===== config.mk =====
export PLATFORM = sky130hd
export DESIGN_NAME = zaks_permutation_generator_unit
export DESIGN_NICKNAME = d
export VERILOG_FILES = /design/src/hdl/zpg_pkg.sv /design/src/hdl/zaks_permutation_generator_unit.sv /design/src/hdl/zpg_step.sv /design/src/hdl/zpg_out_buf.sv
export SDC_FILE = /design/constraint.sdc
export NUM_CORES = 1
export LEC_CHECK = 0
export BUFFER_PORTS_ARGS = -buffer_cell sky130_fd_sc_hd__buf_2
export CAP_MARGIN = 25
export CORE_AREA = 5 5 166 168
export CTS_CLUSTER_DIAMETER = 30
export DETAILED_ROUTE_END_ITERATION = 12
export DIE_AREA = 0 0 171 173
export GPL_TIMING_DRIVEN = 0
export REMOVE_ABC_BUFFERS = 1
export SLEW_MARGIN = 10
export SYNTH_ARGS = -nofsm -noshare
export SYNTH_HDL_FRONTEND = slang
export SYNTH_SLANG_ARGS = --single-unit

===== constraint.sdc =====
create_clock -name clk -period 10.35 [get_ports clk]
set_input_delay 1.035 -clock clk [delete_from_list [all_inputs] [get_ports clk]]
set_output_delay 1.035 -clock clk [all_outputs]
set_load 0.01 [all_outputs]

===== src/hdl/zpg_pkg.sv =====
package zpg_pkg;

  localparam int MAX_ELEMS = 8;
  localparam int ELEM_BITS = $clog2(MAX_ELEMS);
  localparam int PERM_W    = MAX_ELEMS * ELEM_BITS;
  localparam int LEN_W     = $clog2(MAX_ELEMS + 1);
  localparam int DIG_W     = $clog2(MAX_ELEMS);
  localparam int IDX_W     = $clog2(MAX_ELEMS);
  localparam int ADDR_W    = 3;
  localparam int DATA_W    = 32;

  localparam logic [LEN_W-1:0] MIN_LEN   = LEN_W'(2);
  localparam logic [LEN_W-1:0] LEN_RESET = LEN_W'(MAX_ELEMS);

  typedef enum logic {
    OP_LOAD    = 1'b0,
    OP_ADVANCE = 1'b1
  } op_t;

  typedef enum logic {
    REG_PERM_LENGTH = 1'b0,
    REG_NONE        = 1'b1
  } reg_idx_t;

  typedef struct packed {
    logic [PERM_W-1:0]                  perm;
    logic [MAX_ELEMS-1:1][DIG_W-1:0]    digits;
    logic                               done;
  } state_t;

  typedef struct packed {
    logic [PERM_W-1:0] perm;
    logic [LEN_W-1:0]  suffix_len;
    logic              last;
    logic              overrun;
  } result_t;

endpackage


===== src/hdl/zaks_permutation_generator_unit.sv =====
// zaks prefix-reversal permutation generator
//
// input channel (in_valid / in_stall): op selects load or advance. a load
// transfer stores start_perm, clears the step counter and returns start_perm.
// an advance transfer reverses the last suffix_len elements and returns the
// new permutation; the final permutation of the n! sequence has last set, and
// an advance after that returns the same permutation with overrun set.
// output channel (out_valid / out_stall): one result per input transfer.
// the result is registered in the output buffer; one item per cycle is
// sustained while the receiver does not stall, the counter increment and
// reversal being combinational ahead of the result register.
// a two-entry output buffer (result register plus skid) lets one more input
// be taken while the receiver stalls; in_stall rises only when both are full.
// apb port: perm_length at address 0, read back on prdata. the user must
// write it only while the block is idle; the block does not enforce it. reset
// sets perm_length to 8, clears permutation, counter, done flag and buffer.
module zaks_permutation_generator_unit (
  input  logic                        clk,
  input  logic                        rst,
  input  logic                        psel,
  input  logic                        penable,
  input  logic                        pwrite,
  input  logic [zpg_pkg::ADDR_W-1:0]  paddr,
  input  logic [zpg_pkg::DATA_W-1:0]  pwdata,
  output logic [zpg_pkg::DATA_W-1:0]  prdata,
  output logic                        pready,
  input  logic                        in_valid,
  output logic                        in_stall,
  input  logic                        op,
  input  logic [zpg_pkg::PERM_W-1:0]  start_perm,
  output logic                        out_valid,
  input  logic                        out_stall,
  output logic [zpg_pkg::PERM_W-1:0]  perm_out,
  output logic [zpg_pkg::LEN_W-1:0]   suffix_len,
  output logic                        last,
  output logic                        overrun
);
  import zpg_pkg::*;

  logic [LEN_W-1:0] perm_length;
  state_t           cur;
  state_t           cur_next;
  result_t          res;
  result_t          out_data;
  logic             in_xfer;
  reg_idx_t         reg_idx;

  assign pready  = 1'b1;
  assign reg_idx = reg_idx_t'(paddr[2]);
  assign prdata  = (reg_idx == REG_PERM_LENGTH) ? DATA_W'(perm_length) : '0;

  always_ff @(posedge clk) begin
    if (rst) begin
      perm_length <= LEN_RESET;
    end else if (psel && penable && pwrite && pready && reg_idx == REG_PERM_LENGTH) begin
      perm_length <= pwdata[LEN_W-1:0];
    end
  end

  assign in_xfer = in_valid && !in_stall;

  zpg_step u_step (
    .perm_length (perm_length),
    .op          (op),
    .start_perm  (start_perm),
    .cur         (cur),
    .nxt         (cur_next),
    .res         (res)
  );

  always_ff @(posedge clk) begin
    if (rst) begin
      cur <= '0;
    end else if (in_xfer) begin
      cur <= cur_next;
    end
  end

  zpg_out_buf u_out_buf (
    .clk       (clk),
    .rst       (rst),
    .push      (in_xfer),
    .push_data (res),
    .full      (in_stall),
    .out_valid (out_valid),
    .out_stall (out_stall),
    .out_data  (out_data)
  );

  assign perm_out   = out_data.perm;
  assign suffix_len = out_data.suffix_len;
  assign last       = out_data.last;
  assign overrun    = out_data.overrun;

endmodule


===== src/hdl/zpg_step.sv =====
module zpg_step (
  input  logic [zpg_pkg::LEN_W-1:0]  perm_length,
  input  logic                       op,
  input  logic [zpg_pkg::PERM_W-1:0] start_perm,
  input  zpg_pkg::state_t            cur,
  output zpg_pkg::state_t            nxt,
  output zpg_pkg::result_t           res
);
  import zpg_pkg::*;

  logic [LEN_W-1:0]                n;
  logic                            at_top;
  logic                            new_top;
  logic                            found;
  logic [LEN_W-1:0]                sel;
  logic [LEN_W-1:0]                s;
  logic [LEN_W-1:0]                lo;
  logic [MAX_ELEMS-1:1][DIG_W-1:0] nd;
  logic [PERM_W-1:0]               np;
  logic [LEN_W:0]                  src;

  always_comb begin
    if (perm_length < MIN_LEN) begin
      n = MIN_LEN;
    end else if (perm_length > LEN_RESET) begin
      n = LEN_RESET;
    end else begin
      n = perm_length;
    end
  end

  // counter top check on current digits
  always_comb begin
    at_top = 1'b1;
    for (int j = 1; j < MAX_ELEMS; j++) begin
      if (LEN_W'(j) < n && cur.digits[j] != DIG_W'(j)) begin
        at_top = 1'b0;
      end
    end
  end

  // factorial-base increment, carry stops at the first digit below its max
  always_comb begin
    nd    = cur.digits;
    found = 1'b0;
    sel   = '0;
    for (int j = 1; j < MAX_ELEMS; j++) begin
      if (LEN_W'(j) < n && !found) begin
        if (cur.digits[j] < DIG_W'(j)) begin
          nd[j] = cur.digits[j] + DIG_W'(1);
          found = 1'b1;
          sel   = LEN_W'(j);
        end else begin
          nd[j] = '0;
        end
      end
    end
    s = sel + LEN_W'(1);
  end

  always_comb begin
    new_top = 1'b1;
    for (int j = 1; j < MAX_ELEMS; j++) begin
      if (LEN_W'(j) < n && nd[j] != DIG_W'(j)) begin
        new_top = 1'b0;
      end
    end
  end

  // reverse positions lo..n-1
  always_comb begin
    lo  = n - s;
    np  = cur.perm;
    src = '0;
    for (int i = 0; i < MAX_ELEMS; i++) begin
      if (LEN_W'(i) >= lo && LEN_W'(i) < n) begin
        src = {1'b0, lo} + {1'b0, n} - (LEN_W + 1)'(1) - (LEN_W + 1)'(i);
        np[i*ELEM_BITS +: ELEM_BITS] =
          cur.perm[src[IDX_W-1:0]*ELEM_BITS +: ELEM_BITS];
      end
    end
  end

  always_comb begin
    nxt = cur;
    res = '0;
    if (op == OP_LOAD) begin
      nxt.perm   = start_perm;
      nxt.digits = '0;
      nxt.done   = 1'b0;
      res.perm   = start_perm;
    end else if (cur.done || at_top) begin
      nxt.done    = 1'b1;
      res.perm    = cur.perm;
      res.overrun = 1'b1;
    end else begin
      nxt.perm       = np;
      nxt.digits     = nd;
      nxt.done       = new_top;
      res.perm       = np;
      res.suffix_len = s;
      res.last       = new_top;
    end
  end

endmodule


===== src/hdl/zpg_out_buf.sv =====
module zpg_out_buf (
  input  logic             clk,
  input  logic             rst,
  input  logic             push,
  input  zpg_pkg::result_t push_data,
  output logic             full,
  output logic             out_valid,
  input  logic             out_stall,
  output zpg_pkg::result_t out_data
);
  import zpg_pkg::*;

  result_t skid;
  logic    skid_valid;
  logic    take;

  assign take = out_valid && !out_stall;
  assign full = skid_valid;

  always_ff @(posedge clk) begin
    if (rst) begin
      out_valid  <= 1'b0;
      skid_valid <= 1'b0;
    end else if (skid_valid) begin
      if (take) begin
        out_data   <= skid;
        skid_valid <= 1'b0;
      end
    end else if (push) begin
      if (!out_valid || take) begin
        out_data  <= push_data;
        out_valid <= 1'b1;
      end else begin
        skid       <= push_data;
        skid_valid <= 1'b1;
      end
    end else if (take) begin
      out_valid <= 1'b0;
    end
  end

endmodule


==> qor.tcl <==
set qor(status) {completed}
set qor(synthesis.instances) 781
set qor(viasPerCell) 5.37
set qor(maxClockFrequency_ghz) 0.144
set qor(combinational_family_with_the_most_area_after_synthesis) {compound AO/OA/AOI/OAI gates}
set qor(most_instantiated_cells_after_synthesis) {nand2_1 (87), nor2_1 (70), edfxtp_1 (60), dfxtp_1 (52), a21oi_1 (34)}
set qor(antenna_cells_inserted) 0
set qor(syn_avg_cell_area_sq_um) 9.46
set qor(post_detailed_route_drc_marker_count) 0
set qor(synthXorXnorAreaFrac_pct) 1.52
set qor(dieHeight_um) 173
set qor(pin_count_of_the_biggest_net_entering_global_routing) 37
set qor(final_cell_count_no_fill) 1167
set qor(layout-drive-gt1-share_pct) 17.5
set qor(tritoncts.num_buffers) 9
set qor(total_leakage_power_nw) 3.25
set qor(cp_cell_sequence) {o22a_1 > a22oi_1 > nand2_1 > nor2_1 > nor2_1 > nand3_1 > ha_1 > fa_1 > ha_1 > inv_1 > ha_1 > clkinv_1 > ha_1 > xnor2_1 > mux2_2 > a221o_1 > mux2_2}
set qor(drt_pass1_iterations) 5
set qor(synth_mux_area_share_pct) 12.1
set qor(sum_of_net_half_perimeters_after_detailed_placement_um) 15800
set qor(port_buffers) 72
set qor(antenna_violating_nets_left) 0
set qor(critical-path-top-cell-by-count) {ha_1}
set qor(cts.clk_slew.worst_paths_ns) 0.08
set qor(post_synth_instance_area_sq_um) 7390
set qor(grt_overflow_total) 0
set qor(timing.final.crit_share_pct) 67.0
set qor(gp_congestion) 0.949
set qor(vdd.ir_drop.worst_v) 0.0000809
set qor(cp.arrival_ns) 7.05
set qor(via_count_of_the_first_global_routing_pass) 5908
set qor(routed-via-count) 6263
set qor(setup_viol) 0
set qor(synthTopCellsByArea) {edfxtp_1 (24%), dfxtp_1 (14%), mux4_2 (6.4%), nand2_1 (4.4%), ha_1 (4.1%)}
set qor(clk_latency_ns) 0.36
set qor(power_density_over_the_cells_nw_per_um2) 150
set qor(synth_top_cell_by_area) {edfxtp_1}
set qor(worstMarginPinSlew_ns) 0.871
set qor(grt.total_usage_pct) 14.2
set qor(clk_path_buf_depth) 2
set qor(cts_root_buffer) {clkbuf_16}
set qor(clock_sinks) 112
set qor(finalMaxSlewViolations) 0
set qor(slew-limit-headroom_pct) 41.9
set qor(io_pins) 132
set qor(fin_setup_tns_ns) 0
set qor(sequential_area_share_after_synthesis_pct) 38.5
set qor(hold_class) {flop to flop}
set qor(htreeDepth) 3
set qor(wire_length_of_the_first_global_routing_pass_um) 33400
set qor(count_of_flip_flops_with_a_built_in_enable_after_synthesis) 60
set qor(critical_path_class) {flop to flop}
set qor(rsz0062_at_grt) {no}
set qor(crit_required_ns) 10.47
set qor(yosys.area_share.adder_pct) 4.34
set qor(core_sq_um) 25800
set qor(timing.final.crit_period_ns) 6.93
set qor(postSynth.topFlopCell) {edfxtp_1}
set qor(post_drt_wl_per_cell_um) 18.4
set qor(power.total_mw) 1.24
set qor(worst_path_dominant_cell_family) {adder cells}
set qor(crit_buf_inv) 2
set qor(initial_utilization_pct) 28.7
set qor(holdBufCountCts) 0
set qor(synth-compound-area-share_pct) 19.3
set qor(antenna_found_initial) 1
set qor(cap_viol_max_count) 0
set qor(synthesis.yosys.warnings) 0
set qor(finalWirelength_um) 21400
set qor(num-nets-final) 919
set qor(tritoncts_clock_tree) {yes}
set qor(num_rows) 59
set qor(synth.most_common_cell) {nand2_1}
set qor(drt-initial-drc-count) 543
set qor(fin_worst_hold_slack_ns) 0.488
set qor(fp.dieW_um) 171
set qor(critPathMaxStageDelay_ns) 0.89
set qor(postSynthRegisterBits) 112
set qor(skew_ns) 0.00737
set qor(timing.critical_path.fanout_max) 23
set qor(postCtsResizedCells) 0
set qor(fp.dieArea_sq_um) 29600
set qor(end_kind) {flop}
set qor(yosys.area_share.simple_pct) 17.4
set qor(async_flop_share_pct) 0
set qor(netlist.area_leader.share_pct) 24.4
set qor(launching_element_type_of_the_critical_path) {flop}
set qor(cts.repair_timing.setup_buffer_count) 0
set qor(timing.final.hold_violations) 0
set qor(crit_path_top_delay_cell) {dfxtp_1}
set qor(synth.distinct_cells) 69
set qor(placed_cells) 1150
set qor(area_growth_from_synthesis_to_final_layout_pct) 12.2
-- report_power, final --
group | leakage, nW | switching [mW] | internal (mW)
registers | 0.984 | 0.0219 | 0.493
logic | 2.12 | 0.223 | 0.157
clock network | 0.146 | 0.170 | 0.180
-- worst register-to-register path, stage by stage (launching register included) --
cell,delay [ns]
dfxtp_1,0.89
o22a_1,0.37
a22oi_1,0.21
nand2_1,0.31
nor2_1,0.13
nor2_1,0.18
nand3_1,0.28
ha_1,0.43
fa_1,0.57
ha_1,0.33
inv_1,0.04
ha_1,0.69
clkinv_1,0.44
ha_1,0.32
xnor2_1,0.50
mux2_2,0.42
a221o_1,0.32
mux2_2,0.27
-- area by class of cell --
| cell class | instances | area (sq um) |
|---|---|---|
| Multi-Input combinational cell | 598 | 4170 |
| Timing Repair Buffer | 79 | 465 |
| Sequential cell | 112 | 2840 |
| Fill cell | 2687 | 17500 |
| Clock buffer | 11 | 254 |
| Inverter | 27 | 101 |
| Tap cell | 335 | 419 |
| Clock inverter | 5 | 36.3 |
-- placed cells by master (no fill, tap or decap), drive strengths merged, types with 5 or more instances in the layout --
cell / n
ha: 24
o22ai: 10
mux2i: 22
a21o: 12
nand3b: 5
a2bb2oi: 6
buf: 79
o221ai: 9
a21oi: 34
mux2: 18
nand3: 16
a22oi: 10
a31oi: 25
nand2: 87
edfxtp: 60
nor3: 20
a22o: 7
conb: 29
xnor2: 10
o31ai: 7
nand4: 6
o2111ai: 7
nor2: 70
o311ai: 5
or3: 14
o2bb2ai: 10
nor2b: 25
o211ai: 7
inv: 28
clkbuf: 11
o21ai: 23
dfxtp: 52
a211oi: 5
mux4: 21
-- routing by layer --
layer  GRT usage (%)  share of wire [%]  vias up  wire, um
li1                -                  -     2986         -
met1            18.2                 42     3024      9020
met2            23.8                 49      215     10500
met3            2.67                6.4       36      1370
met4            4.92                2.6        2       550
met5               0              0.061        -        13
-- cell families (layout without fill, tap and decap cells) --
group | Yosys count | after routing
XOR/XNOR | 12 | 12
AO/OA/AOI/OAI | 202 | 202
flip-flops | 112 | 112
AND/OR/NAND/NOR | 269 | 269
multiplexers | 61 | 61
buffers and inverters | 98 | 122
other | 2 | 29
adder cells (fa/ha/maj) | 25 | 25
-- through the flow --
step | area, sq um | setup WS, ns | utilization (%)
floorplan | 7090 | 4.71 | -
global placement | 7870 | 3.46 | 30.5
detailed placement | 7970 | 3.51 | 30.9
CTS | 8260 | 3.46 | 32.1
global route | 8290 | 2.99 | 32.2
finish | 8290 | 3.42 | 32.2
-- sequential cells by signal (all words and copies together) (netlist names) --
name	count
u_out_buf.full	1
perm_length	4
cur	46
u_out_buf.skid	30
u_out_buf.out_valid	1
u_out_buf.out_data	30
-- final timing paths --
kind | startpoint | end | slack (ns) | cells after the start
max | perm_length[3] | u_out_buf.out_data[11] | 3.42 | 17
max reg2reg | perm_length[3] | u_out_buf.out_data[11] | 3.42 | 17
min | cur[10] | cur[10] | 0.49 | 1
min reg2reg | cur[10] | cur[10] | 0.49 | 1
Power figures use the tool's default switching activity.
